File: src/sv/ps2_pkg.sv
// shared types and constants for the ps2 pad responder
package ps2_pkg;

   localparam int unsigned MAP_FIELD_W = 5;
   localparam int unsigned MAP_FIELDS  = 12;
   localparam int unsigned MAP_W       = MAP_FIELD_W * MAP_FIELDS;
   localparam int unsigned CSR_IDX_W   = 2;

   // register indexes
   localparam logic [CSR_IDX_W-1:0] CSR_BUTTON_MAP = 2'd0;
   localparam logic [CSR_IDX_W-1:0] CSR_MAP_MODE   = 2'd1;
   localparam logic [CSR_IDX_W-1:0] CSR_INVERT     = 2'd2;

   // forced d-pad modes
   localparam logic [1:0] MODE_NONE       = 2'd0;
   localparam logic [1:0] MODE_DOWN_LR    = 2'd1;
   localparam logic [1:0] MODE_LR         = 2'd2;

   // pad bit positions of the d-pad
   localparam int unsigned PAD_UP    = 4;
   localparam int unsigned PAD_RIGHT = 5;
   localparam int unsigned PAD_DOWN  = 6;
   localparam int unsigned PAD_LEFT  = 7;

   // rotary codes
   localparam logic [1:0] ROT_STILL = 2'd0;
   localparam logic [1:0] ROT_FWD   = 2'd1;
   localparam logic [1:0] ROT_REV   = 2'd2;

   // bytes on the wire
   localparam logic [7:0] RX_START    = 8'h01;
   localparam logic [7:0] RX_POLL     = 8'h42;
   localparam logic [7:0] TX_ID       = 8'h41;
   localparam logic [7:0] TX_CMD_OK   = 8'h5A;
   localparam logic [7:0] TX_IDLE     = 8'hFF;
   localparam logic [7:0] TX_MISMATCH = 8'h00;
   localparam logic [15:0] PAD_RELEASED = 16'hFFFF;
   localparam logic [MAP_W-1:0] MAP_RESET = {MAP_W{1'b1}};

   localparam logic KIND_BYTE   = 1'b0;
   localparam logic KIND_UPDATE = 1'b1;

   typedef enum logic [2:0] {
      STEP_ID   = 3'd0,
      STEP_CMD  = 3'd1,
      STEP_LO   = 3'd2,
      STEP_HI   = 3'd3,
      STEP_TAIL = 3'd4,
      STEP_DONE = 3'd5
   } step_type;

endpackage

File: src/sv/ps2_pad_spi_responder.sv
// top level of the ps2 digital pad poll responder
// usage
// - req channel (valid/ready) carries two kinds of item: kind 1 is a button
//   and rotary update that rebuilds the stored active-low pad word and gives
//   no result; kind 0 is one byte received from the console and gives
//   exactly one rsp item (tx_byte to shift out next, ack flag)
// - reply order after a 0x01 byte: 0x41, 0x5A (0x00 without ack if the
//   command byte is not 0x42), pad low byte, pad high byte, 0xFF, then 0xFF
//   without ack until the next 0x01
// - csr port: write enable, index, data; 0 button map (twelve 5-bit pad
//   positions, 16 and up means unconnected), 1 forced d-pad mode,
//   2 output inversion; write only while no item is in flight
// - result: registered, it sits in the rsp register the cycle after
//   the byte item is taken
// - throughput: one item per cycle, set by the single rsp register; the
//   next item is taken in the same cycle the waiting result is taken
// - stall: while rsp_valid is high and rsp_ready low the result holds and
//   req_ready drops, so nothing is lost
// - reset: synchronous, clears the reply step, releases all pad bits and
//   loads the register reset values (all buttons unconnected)
module ps2_pad_spi_responder
   import ps2_pkg::*;
#(
   parameter int unsigned NUM_BUTTONS = 12
) (
   input  logic                 clock,
   input  logic                 reset,
   input  logic                 req_valid,
   output logic                 req_ready,
   input  logic                 req_kind,
   input  logic [7:0]           req_rx_byte,
   input  logic [11:0]          req_buttons,
   input  logic [1:0]           req_rotary_a,
   input  logic [1:0]           req_rotary_b,
   output logic                 rsp_valid,
   input  logic                 rsp_ready,
   output logic [7:0]           rsp_tx_byte,
   output logic                 rsp_ack,
   input  logic                 csr_we,
   input  logic [CSR_IDX_W-1:0] csr_index,
   input  logic [MAP_W-1:0]     csr_wdata
);

   // only the first twelve buttons have map fields
   localparam int unsigned MAPPED = (NUM_BUTTONS < MAP_FIELDS) ? NUM_BUTTONS : MAP_FIELDS;

   logic [MAP_W-1:0] map_ff;
   logic [1:0]       mode_ff;
   logic             invert_ff;
   step_type         step_ff, step_in;
   logic [15:0]      pad_ff, pad_in;
   logic             rsp_valid_ff, rsp_valid_in;
   logic [7:0]       tx_ff, tx_in;
   logic             ack_ff, ack_in;

   logic       req_fire;
   logic       byte_fire;
   logic       upd_fire;
   step_type   step_cur;
   logic [7:0] mask;
   logic [15:0] pressed_w;

   // output register frees up when empty or being drained this cycle
   assign req_ready = !rsp_valid_ff || rsp_ready;
   assign req_fire  = req_valid && req_ready;
   assign byte_fire = req_fire && (req_kind == KIND_BYTE);
   assign upd_fire  = req_fire && (req_kind == KIND_UPDATE);

   assign rsp_valid   = rsp_valid_ff;
   assign rsp_tx_byte = tx_ff;
   assign rsp_ack     = ack_ff;

   // configuration registers
   always_ff @(posedge clock) begin
      if (reset) begin
         map_ff    <= MAP_RESET;
         mode_ff   <= MODE_NONE;
         invert_ff <= 1'b0;
      end else if (csr_we) begin
         case (csr_index)
            CSR_BUTTON_MAP: map_ff    <= csr_wdata;
            CSR_MAP_MODE:   mode_ff   <= csr_wdata[1:0];
            CSR_INVERT:     invert_ff <= csr_wdata[0];
            default:        ;
         endcase
      end
   end

   // pad word build: each connected button ors in one decoded bit, then rotary and forced-mode d-pad bits
   always_comb begin
      logic [MAP_FIELD_W-1:0] pos;
      pos       = '0;
      pressed_w = '0;
      for (int i = 0; i < int'(MAPPED); i++) begin
         pos = map_ff[i*MAP_FIELD_W +: MAP_FIELD_W];
         // top bit of the field set means unconnected
         if (req_buttons[i] && !pos[MAP_FIELD_W-1]) begin
            pressed_w[pos[3:0]] = 1'b1;
         end
      end
      if (req_rotary_a != ROT_STILL) begin
         if (req_rotary_a == ROT_FWD) pressed_w[PAD_UP] = 1'b1;
         else                         pressed_w[PAD_DOWN] = 1'b1;
      end
      if (req_rotary_b != ROT_STILL) begin
         if (req_rotary_b == ROT_FWD) pressed_w[PAD_RIGHT] = 1'b1;
         else                         pressed_w[PAD_LEFT] = 1'b1;
      end
      case (mode_ff)
         MODE_DOWN_LR: begin
            pressed_w[PAD_DOWN]  = 1'b1;
            pressed_w[PAD_LEFT]  = 1'b1;
            pressed_w[PAD_RIGHT] = 1'b1;
         end
         MODE_LR: begin
            pressed_w[PAD_LEFT]  = 1'b1;
            pressed_w[PAD_RIGHT] = 1'b1;
         end
         default: ;
      endcase
   end

   assign pad_in = upd_fire ? ~pressed_w : pad_ff;

   // reply sequencer
   always_comb begin
      mask     = invert_ff ? 8'hFF : 8'h00;
      // start byte restarts the sequence before answering
      step_cur = (req_rx_byte == RX_START) ? STEP_ID : step_ff;
      tx_in    = TX_IDLE ^ mask;
      ack_in   = 1'b0;
      case (step_cur)
         STEP_ID: begin
            tx_in  = TX_ID ^ mask;
            ack_in = 1'b1;
         end
         STEP_CMD: begin
            if (req_rx_byte == RX_POLL) begin
               tx_in  = TX_CMD_OK ^ mask;
               ack_in = 1'b1;
            end else begin
               // wrong command byte: plain zero, no inversion, no ack
               tx_in  = TX_MISMATCH;
               ack_in = 1'b0;
            end
         end
         STEP_LO: begin
            tx_in  = pad_ff[7:0] ^ mask;
            ack_in = 1'b1;
         end
         STEP_HI: begin
            tx_in  = pad_ff[15:8] ^ mask;
            ack_in = 1'b1;
         end
         STEP_TAIL: begin
            tx_in  = TX_IDLE ^ mask;
            ack_in = 1'b1;
         end
         default: begin
            tx_in  = TX_IDLE ^ mask;
            ack_in = 1'b0;
         end
      endcase
      step_in = step_ff;
      if (byte_fire) begin
         case (step_cur)
            STEP_ID:   step_in = STEP_CMD;
            STEP_CMD:  step_in = STEP_LO;
            STEP_LO:   step_in = STEP_HI;
            STEP_HI:   step_in = STEP_TAIL;
            default:   step_in = STEP_DONE;
         endcase
      end
      rsp_valid_in = byte_fire || (rsp_valid_ff && !rsp_ready);
   end

   // state and handshake control
   always_ff @(posedge clock) begin
      if (reset) begin
         step_ff      <= STEP_ID;
         pad_ff       <= PAD_RELEASED;
         rsp_valid_ff <= 1'b0;
      end else begin
         step_ff      <= step_in;
         pad_ff       <= pad_in;
         rsp_valid_ff <= rsp_valid_in;
      end
   end

   // result payload, loaded only with a new byte item
   always_ff @(posedge clock) begin
      if (byte_fire) begin
         tx_ff  <= tx_in;
         ack_ff <= ack_in;
      end
   end

`ifndef SYNTH
   // the step never runs past its saturating end
   a_step_range: assert property (@(posedge clock) disable iff (reset)
      step_ff <= STEP_DONE)
      else $error("reply step out of range");

   // a start byte answers with an acked result and moves to the command step
   a_restart: assert property (@(posedge clock) disable iff (reset)
      byte_fire && (req_rx_byte == RX_START)
      |=> rsp_valid_ff && ack_ff && (step_ff == STEP_CMD))
      else $error("start byte did not restart the reply");

   // an update item leaves the reply position alone
   a_update_keeps_step: assert property (@(posedge clock) disable iff (reset)
      upd_fire |=> step_ff == $past(step_ff))
      else $error("update item moved the reply step");
`endif

endmodule
File: config.mk
export PLATFORM = sky130hd
export DESIGN_NAME = ps2_pad_spi_responder
export DESIGN_NICKNAME = d
export VERILOG_FILES = /design/src/sv/ps2_pkg.sv /design/src/sv/ps2_pad_spi_responder.sv
export SDC_FILE = /design/constraint.sdc
export NUM_CORES = 1
export LEC_CHECK = 0
export ABC_AREA = 1
export BUFFER_PORTS_ARGS = -buffer_cell sky130_fd_sc_hd__buf_2
export CAP_MARGIN = 20
export CORE_MARGIN = 2
export CORE_UTILIZATION = 33
export DETAILED_ROUTE_END_ITERATION = 16
export GPL_ROUTABILITY_DRIVEN = 1
export PLACE_DENSITY = 0.54
export SYNTH_ARGS = -nofsm -noshare
export SYNTH_HDL_FRONTEND = slang
export SYNTH_SLANG_ARGS = --single-unit
File: constraint.sdc
create_clock -name clock -period 2.7 [get_ports clock]
set_clock_uncertainty 0.05 [all_clocks]
set_input_delay 0.81 -clock clock [delete_from_list [all_inputs] [get_ports clock]]
set_output_delay 0.81 -clock clock [all_outputs]
set_load 0.03 [all_outputs]
After elaboration in Yosys (flattened, before gate mapping)
Index checks and enable logic that the tools add are counted.

operators by class
  add/sub/neg operators = 0
  multipliers = 0
  div/mod/pow operators = 0
  $lt $le $gt $ge = 24
  equality and inequality tests = 12
  shift-type cells = 0
  mux-type cells = 54
  bitwise gates (word level) = 18
  reductions and logical operators = 53

operator list
  cell                number
  $mux 16             12
  $or 16x16->16       11
  $lt 4x5->1 const B  12
  $demux 1 s4         12
  $ge 4x1->1 const B  12
  $pmux 8 s4          1
  $logic_and 1x1->1   28
  $mux 1              24
  $mux 8              2
  $not 16->16         1
  $xor 8x8->8         2
  $logic_not 1->1     14
  $pmux 3 s4          1
  $eq 2x1->1 const B  4
  $eq 8x1->1 const B  1
  $eq 8x7->1 const B  1
  $not 8->8           1
  $eq 3x2->1 const B  2
  $reduce_and 2->1    3
  $eq 2x2->1 const B  2
  $not 4->4           1
  $reduce_bool 2->1   2
  $reduce_or 4->1     1
  $eq 3x1->1 const B  1
  9 further kinds     10

word-level totals
  flip-flop bits (word level) = 92
  latch bits = 0
  memory bits (writable) = 0
  bits in read-only memories = 0
  bits of input ports = 92
  output and inout bits = 11
  logic and storage cells = 169
  memories kept = 0

Logic depth before layout (Yosys ltp)
Gate-level depths: netlist of run 1.

  depth after elaboration = 31
  mapped depth = 11
  depth with buffers taken out = 11

Worst setup path after synthesis of run 1
Ideal clock, no wire load.

  path type = input -> register
  start = input port rsp_ready
  end = register step_ff[0]
  library setup time = 0.116 ns
  arrival time = 2.110 ns
  required time = 2.534 ns
  setup slack = 0.424 ns
  stages on the path = 7
  buffers on the path = 0
  cells stage by stage = inv_1 -> nand2_1 -> nand2_1 -> nor2_1 -> inv_1 -> o21ai_0 -> inv_1

on the way
  cells in the longest elaborated chain, start to end = 3

RTL lines
  item                  RTL line                      RTL
  start, declared       ps2_pad_spi_responder.sv:36   input logic rsp_ready,
  $logic_or 1x1->1      ps2_pad_spi_responder.sv:64   assign req_ready = !rsp_valid_ff || rsp_ready;
  named net req_ready   ps2_pad_spi_responder.sv:29   output logic req_ready,
  $logic_and 1x1->1     ps2_pad_spi_responder.sv:65   assign req_fire = req_valid && req_ready;
  $logic_and 1x1->1     ps2_pad_spi_responder.sv:66   assign byte_fire = req_fire && (req_kind == KIND_BYTE);
  named net byte_fire   ps2_pad_spi_responder.sv:57   logic byte_fire;
  end signal, assigned  ps2_pad_spi_responder.sv:184  step_ff <= step_in;
  end, declared         ps2_pad_spi_responder.sv:50   step_type step_ff, step_in;

The timed path passes the listed nets, and every way through them passes these cells.
A chain may end at the register's enable or synchronous reset.

Final worst setup path of run 1
  start = input port rsp_ready
  end = output port req_ready

on the way
  cells in the longest elaborated chain, start to end = 1

RTL lines
  item              RTL line
  $logic_or 1x1->1  ps2_pad_spi_responder.sv:64
  end, declared     ps2_pad_spi_responder.sv:29

No other way between the ends.

==> impl_metrics.tcl, run 1 <==
set metrics [dict create \
    synth.largest_area_cell "dfxtp_1" \
    drive_gt1_share_pct 14.8 \
    yosysWarningCount 0 \
    final_cell_mix "235 x nand2_1, 138 x inv_1, 102 x buf_2" \
    die_y_um 136 \
    rows 48 \
    antennaDiodeCount 0 \
    finish.utilization_pct 39.7 \
    irDropWorstVdd_v 0.000319 \
    start_kind "primary input" \
    avgRoutedWirePerCell_um 16.9 \
    via_per_inst 5.12 \
    areaGrowthSynthToFinish_pct 18.7 \
    synth.avg_cell_area_um2 6.41 \
    drtPass1Iterations 8 \
    worstPathRequired_ns 1.84 \
    ys_ff_latch 92 \
    netlist_area_um2 5730 \
    met3_length_mm 1.28 \
    ctsHoldBuffers 0 \
    cp.arrival_ns 1.23 \
    p_total_mw 3.22 \
    grt_pass1_wl_mm 32.0 \
    synthCells 895 \
    max_freq_mhz 479 \
    yosys-top-cells-area "dfxtp_1 29%, nand2_1 15%, inv_1 9.0%, nand3_1 8.3%, o211ai_1 6.8%" \
    hold_class "reg -> reg" \
    async_flop_share_pct 0 \
    port_buffers 102 \
    drv_slew 0 \
    core_um2 17100 \
    grt_max_degree 50 \
    synth_top_area_share_pct 29.0 \
    vias 6262 \
    place_hpwl_mm 16.9 \
    critPathKind "in -> out" \
    floorplan.initialDensity_pct 33.5 \
    end_kind "output pin" \
    layout_setup_ws_ns 0.612 \
    ant_nets 0 \
    min_period_over_period_pct 77.3 \
    fin_nets 1088 \
    tns_ns 0 \
    clk_pin_slew_ns 0.06 \
    clkLatencyLatePin_ns 0.35 \
    min_period_ns 2.09 \
    grt_usage_pct 22.9 \
    drt_iter0_markers 507 \
    yosysUniqueCellTypes 44 \
    startpoint "rsp_ready" \
    routed_wl_mm 20.7 \
    top_layer "met4" \
    synth_edf_count 9 \
    first_global_vias 5932 \
    clkSinkCount 92 \
    pin_count 103 \
    r2r_start "map_ff[59]" \
    maxCapViolations 0 \
    yosysSeqAreaShare_pct 33.7 \
    cts_resized 0 \
    wl_met1_mm 9.25 \
    relSlewSlack_pct 61.0 \
    root_buffer "clkbuf_16" \
    hold_viol 0 \
    gp_congestion 1.02 \
    synth_fp_nets 988 \
    worstMarginPinSlew_ns 0.583 \
    fp.dieW_um 136 \
    numCtsBuffers 9 \
    p_leak_nw 3.27 \
    cp_max_fo 4 \
    wl_met2_mm 9.28 \
    dieArea_um2 18400 \
    finalSetupViolCount 0 \
    drc_errors 0 \
    globalRouteOverflowTotal 0 \
    htreeDepth 3 \
    cts.path.max_buffers 2 \
    postCtsSetupBuffers 0 \
    synth-main-ff-cell "dfxtp_1" \
    place_ws_ns 0.450 \
    antenna_found_initial 0 \
    grt_setup_unrepaired "no" \
    status "finished clean" \
    layout_commonest_cell "nand2_1" \
    n_fill_cell 1858 \
    p_per_area_nw_per_um2 473 \
    cts_tree "built" \
    hold_start "map_ff[14]" \
]
==> final cells by class <==
| class | instances | area (um^2) | share of cell area (%) |
|---|---|---|---|
| Multi-Input combinational cell | 636 | 3140 | 46.1 |
| Sequential cell | 92 | 1930 | 28.4 |
| Timing Repair Buffer | 116 | 653 | 9.60 |
| Inverter | 140 | 526 | 7.72 |
| Tap cell | 225 | 282 | 4.14 |
| Clock buffer | 14 | 264 | 3.88 |
| Clock inverter | 1 | 7.51 | 0.110 |
==> power by group <==
group	leakage, nW	internal (mW)	switching [mW]
sequential	0.767	1.46	0.0620
combinational	2.38	0.179	0.319
clock	0.129	0.671	0.530
total	3.27	2.31	0.911
==> cell usage after synthesis (2+ instances only) <==
library cell,n
nand2_1,235
inv_1,138
nand3_1,95
nor2_1,88
dfxtp_1,83
o211ai_1,52
nor3_1,27
o22ai_1,26
a21oi_1,25
o21ai_0,25
nand4_1,19
clkbuf_1,13
edfxtp_1,9
buf_2,8
nand2_2,5
o2111ai_1,5
nor2_2,4
nor4_1,4
a211oi_1,3
a31oi_1,3
o221ai_1,3
buf_4,2
clkbuf_4,2
==> state kept, by name (all words and copies together) (netlist names) <==
signal / flops
rsp_ack: 1
pad_ff: 16
rsp_tx_byte: 8
map_ff: 60
rsp_valid: 1
invert_ff: 1
step_ff: 3
mode_ff: 2
==> metrics by stage <==
step                      instance area, um^2  hold WS [ns]  instances
after floorplan                          5730         0.380        895
after global placement                   6530         0.392       1209
after detailed placement                 6530         0.394       1209
after CTS                                6800         0.411       1224
after global routing                     6800         0.445       1224
final                                    6800         0.412       1224
==> worst max-delay path, cell delays in order <==
cell     delay (ns)
buf_2          0.07
inv_1          0.03
nand2_1        0.10
buf_2          0.21
==> cells by family after synthesis <==
logic type / after synthesis / share of synthesized area, %
DFF: 92 / 33.7
and+or+nand+nor: 487 / 37.7
AOI/OAI and AO/OA: 148 / 16.8
adders and majority gates: 1 / 0.218
buffers and inverters: 167 / 11.7
==> layer usage <==
metal / GRT usage, % / vias to the layer above
met5: 0 / -
met1: 29.7 / 2781
met3: 3.37 / 57
li1: - / 3179
met2: 37.0 / 245
met4: 11.4 / 0
==> path summary, 6_finish.rpt <==
kind / end / slack (ns) / cells past startpoint
setup / recovery: req_ready / 0.61 / 4
hold / removal: map_ff[14] / 0.41 / 2
setup reg to reg: pad_ff[0] / 0.99 / 8
hold reg to reg: map_ff[14] / 0.41 / 2
No activity file was read; power rests on OpenSTA's default activity.
==> inputs of run 2 (changes only) <==
==> constraint.sdc (replaced) <==
create_clock -name clock -period 2.2 [get_ports clock]
set_clock_uncertainty 0.05 [all_clocks]
set_input_delay 0.66 -clock clock [delete_from_list [all_inputs] [get_ports clock]]
set_output_delay 0.66 -clock clock [all_outputs]
set_load 0.03 [all_outputs]
==> impl_metrics.tcl, run 2 (same netlist as run 1, synthesis figures left out) <==
set metrics [dict create \
    antennaDiodeCount 0 \
    hold_class "reg -> reg" \
    cp_max_fo 3 \
    regToRegSetupSlack_ns 0.44 \
    hold_viol 0 \
    tns_ns 0 \
    core_um2 17100 \
    port_buffers 102 \
    pin_count 103 \
    path_buf_inv 4 \
    min_period_ns 1.87 \
    relSlewSlack_pct 63.2 \
    via_per_inst 5.10 \
    clkSinkCount 92 \
    fin_area_um2 6950 \
    place_hpwl_mm 17.1 \
    layout_setup_ws_ns 0.333 \
    cts_resized 0 \
    finish.utilization_pct 40.6 \
    root_buffer "clkbuf_16" \
    first_global_vias 6033 \
    stdcell_count 1245 \
    drive_gt1_share_pct 16.7 \
    avgRoutedWirePerCell_um 16.8 \
    path_delay_family "buffers and inverters" \
    n_fill_cell 1928 \
    antenna_found_initial 0 \
    cp.arrival_ns 1.16 \
    finalSetupViolCount 0 \
    top_register "map_ff" \
    largest_reg_flops 60 \
    maxCapViolations 0 \
    min_period_over_period_pct 84.8 \
    grt_usage_pct 23.4 \
    dpl_cell_area_um2 6680 \
    place_ws_ns 0.0858 \
    fin_nets 1108 \
    routed_wl_mm 20.9 \
    postCtsSetupBuffers 0 \
    critPathMostFrequentCell "buf_2" \
    clk_pin_slew_ns 0.06 \
    vias 6355 \
    critPathKind "in -> out" \
    max_freq_mhz 536 \
    path_cells "buf_2 > inv_1 > nand2_1 > buf_4 > buf_2" \
    numCtsBuffers 9 \
    placed_cells 1229 \
    cts_tree "built" \
    drt_iter0_markers 594 \
    p_per_area_nw_per_um2 569 \
    drc_errors 0 \
    drv_slew 0 \
    hold_slack_ns 0.411 \
    critPathSlowestCell "buf_2" \
    start_kind "primary input" \
    irDropWorstVdd_v 0.000365 \
    die_y_um 136 \
    final_cell_mix "235 x nand2_1, 138 x inv_1, 102 x buf_2" \
    ant_nets 0 \
    worstMarginPinSlew_ns 0.548 \
    htreeDepth 3 \
    dieArea_um2 18400 \
    clkLatencyLatePin_ns 0.36 \
    status "finished clean" \
    fp.dieW_um 136 \
    grt_pass1_wl_mm 33.0 \
    ctsHoldBuffers 0 \
    layout_commonest_cell "nand2_1" \
    rows 48 \
    worstPathRequired_ns 1.49 \
    globalRouteOverflowTotal 0 \
    areaGrowthSynthToFinish_pct 21.2 \
    slowest_delay_ns 0.17 \
    grt_setup_unrepaired "no" \
    grt_max_degree 50 \
    gp_congestion 1.06 \
    floorplan.initialDensity_pct 33.5 \
    p_total_mw 3.96 \
    p_leak_nw 3.36 \
    drtPass1Iterations 6 \
    cts.path.max_buffers 2 \
    end_kind "output pin" \
]
## run 2: area by class of cell
class	count	area [um^2]	share of cell area (%)
timing repair buffer	136	803	11.6
clock buffer	10	229	3.29
multi-input combinational	636	3140	45.2
tap	225	282	4.05
inverter	140	526	7.56
sequential	92	1930	27.8
clock inverter	6	40.0	0.576
## run 2: worst reg2reg max path, cell delays in order (launching register included)
cell and delay, ns:
dfxtp_1 0.30, inv_1 0.06, nand2_1 0.08, inv_1 0.19, nand2_1 0.15, o31ai_1 0.48
nor2_1 0.16, nand3_1 0.15, nand2_1 0.05
## run 2: metal layers
metal	up-vias	track usage, %	wire, um
met5	-	0	0
met4	0	11.1	835
met3	49	3.78	1320
met2	254	37.9	9480
met1	2834	30.3	9300
li1	3218	-	-
## run 2: worst paths after layout
| check | from | end | depth (start not counted) |
|---|---|---|---|
| worst max-delay path | rsp_ready | req_ready | 5 |
| worst min-delay path | map_ff[59] | map_ff[59] | 2 |
| worst max register to register | map_ff[44] | pad_ff[3] | 8 |
| worst min register to register | map_ff[59] | map_ff[59] | 2 |
## run 2: where the power goes
group,internal [mW],total [mW],switching [mW]
combinational,0.232,0.628,0.396
sequential,1.79,1.87,0.0783
clock,0.765,1.46,0.696
total,2.79,3.96,1.17
==> inputs of run 3 (changes only) <==
==> constraint.sdc (replaced) <==
create_clock -name clock -period 1.8 [get_ports clock]
set_clock_uncertainty 0.05 [all_clocks]
set_input_delay 0.54 -clock clock [delete_from_list [all_inputs] [get_ports clock]]
set_output_delay 0.54 -clock clock [all_outputs]
set_load 0.03 [all_outputs]
==> impl_metrics.tcl, run 3 (same netlist as run 1, synthesis figures left out) <==
set metrics [dict create \
    relSlewSlack_pct 62.2 \
    avgRoutedWirePerCell_um 16.5 \
    p_total_mw 5.16 \
    drc_errors 0 \
    min_period_over_period_pct 94.3 \
    grt_pass1_wl_mm 32.5 \
    hold_slack_ns 0.343 \
    critPathMostFrequentCell "buf_4" \
    via_per_inst 5.03 \
    antenna_found_initial 0 \
    clkSinkCount 92 \
    grt_setup_unrepaired "no" \
    maxCapViolations 0 \
    routed_wl_mm 21.0 \
    placed_cells 1259 \
    die_y_um 136 \
    finalSetupViolCount 0 \
    min_period_ns 1.70 \
    place_hpwl_mm 17.4 \
    start_kind "flip-flop" \
    cts.path.max_buffers 2 \
    clkLatencyLatePin_ns 0.35 \
    gp_congestion 1.01 \
    end_kind "flip-flop" \
    areaGrowthSynthToFinish_pct 27.0 \
    fin_area_um2 7280 \
    worstPathRequired_ns 2.03 \
    ctsHoldBuffers 0 \
    max_freq_mhz 589 \
    fp.dieW_um 136 \
    postCtsSetupBuffers 0 \
    pin_count 103 \
    cp_max_fo 18 \
    hold_viol 0 \
    vias 6417 \
    p_leak_nw 3.55 \
    grt_usage_pct 23.3 \
    critPathKind "reg -> reg" \
    slowest_delay_ns 0.31 \
    drive_gt1_share_pct 19.1 \
    largest_reg_flops 60 \
    globalRouteOverflowTotal 0 \
    path_cells "nand2_1 > nand3_1 > buf_4 > buf_4 > a31oi_1 > o2111ai_1 > o21ai_0" \
    cts_resized 0 \
    clk_pin_slew_ns 0.07 \
    fin_nets 1138 \
    drt_iter0_markers 551 \
    critPathSlowestCell "dfxtp_1" \
    htreeDepth 3 \
    floorplan.initialDensity_pct 33.5 \
    drv_slew 0 \
    status "finished clean" \
    n_fill_cell 1885 \
    stdcell_count 1275 \
    irDropWorstVdd_v 0.000438 \
    path_delay_family "compound AO/OA/AOI/OAI gates" \
    antennaDiodeCount 0 \
    port_buffers 102 \
    layout_commonest_cell "nand2_1" \
    dieArea_um2 18400 \
    drtPass1Iterations 5 \
    grt_max_degree 44 \
    numCtsBuffers 9 \
    root_buffer "clkbuf_16" \
    layout_setup_ws_ns 0.102 \
    path_buf_inv 2 \
    ant_nets 0 \
    worstMarginPinSlew_ns 0.565 \
    rows 48 \
    first_global_vias 5998 \
    p_per_area_nw_per_um2 709 \
    place_ws_ns -0.181 \
    cp.arrival_ns 1.92 \
    hold_class "in -> reg" \
    cts_tree "built" \
    top_register "map_ff" \
    final_cell_mix "235 x nand2_1, 138 x inv_1, 102 x buf_2" \
    core_um2 17100 \
    dpl_cell_area_um2 6960 \
]
==> run 3: changes by cell type in the layout (fill, tap and decap cells not counted) <==
| cell | change |
|---|---|
| buf_12 | +4 |
| nor2_4 | +1 |
| buf_4 | +26 |
| clkinvlp_4 | -2 |
| bufinv_16 | +2 |
| clkbuf_1 | -1 |
| nor2_1 | -1 |
| clkinv_1 | +1 |
==> run 3: worst register-to-register path, stage by stage (launching register included) <==
cell and delay, ns:
dfxtp_1 0.31, nand2_1 0.07, nand3_1 0.10, buf_4 0.17
buf_4 0.21, a31oi_1 0.28, o2111ai_1 0.21, o21ai_0 0.22
==> run 3: cell type report <==
type	instances	area (um^2)	share of cell area, %
multi-input combinational	636	3150	43.2
sequential	92	1930	26.5
timing repair buffer	166	1080	14.8
inverter	140	526	7.22
tap	225	282	3.87
clock buffer	9	225	3.09
clock inverter	7	88.8	1.22
==> run 3: final timing paths <==
check           startpoint          to  slack, ns  cells past startpoint
min          csr_wdata[19]  map_ff[19]       0.34                      3
min reg2reg     map_ff[59]  map_ff[59]       0.41                      2
max              rsp_valid  pad_ff[10]       0.10                      7
max reg2reg      rsp_valid  pad_ff[10]       0.10                      7
==> run 3: per-stage QoR <==
stage               util [%]  setup TNS [ns]
finish                  42.5               0
global route            42.5               0
CTS                     42.5               0
detailed placement      40.7           -1.97
global placement        40.7           -1.77
floorplan                  -               0
==> run 3: layer usage <==
layer	share of wire [%]	track usage [%]	vias up
met3	5.3	3.55	46
met4	3.0	8.85	0
li1	-	-	3288
met5	0	0	-
met2	47	39.3	235
met1	45	30.0	2848
==> run 3: power breakdown <==
part / switching, mW / leakage, nW / internal [mW]
Sequential: 0.0909 / 0.767 / 2.19
Combinational: 0.499 / 2.64 / 0.322
Clock: 0.847 / 0.151 / 1.21
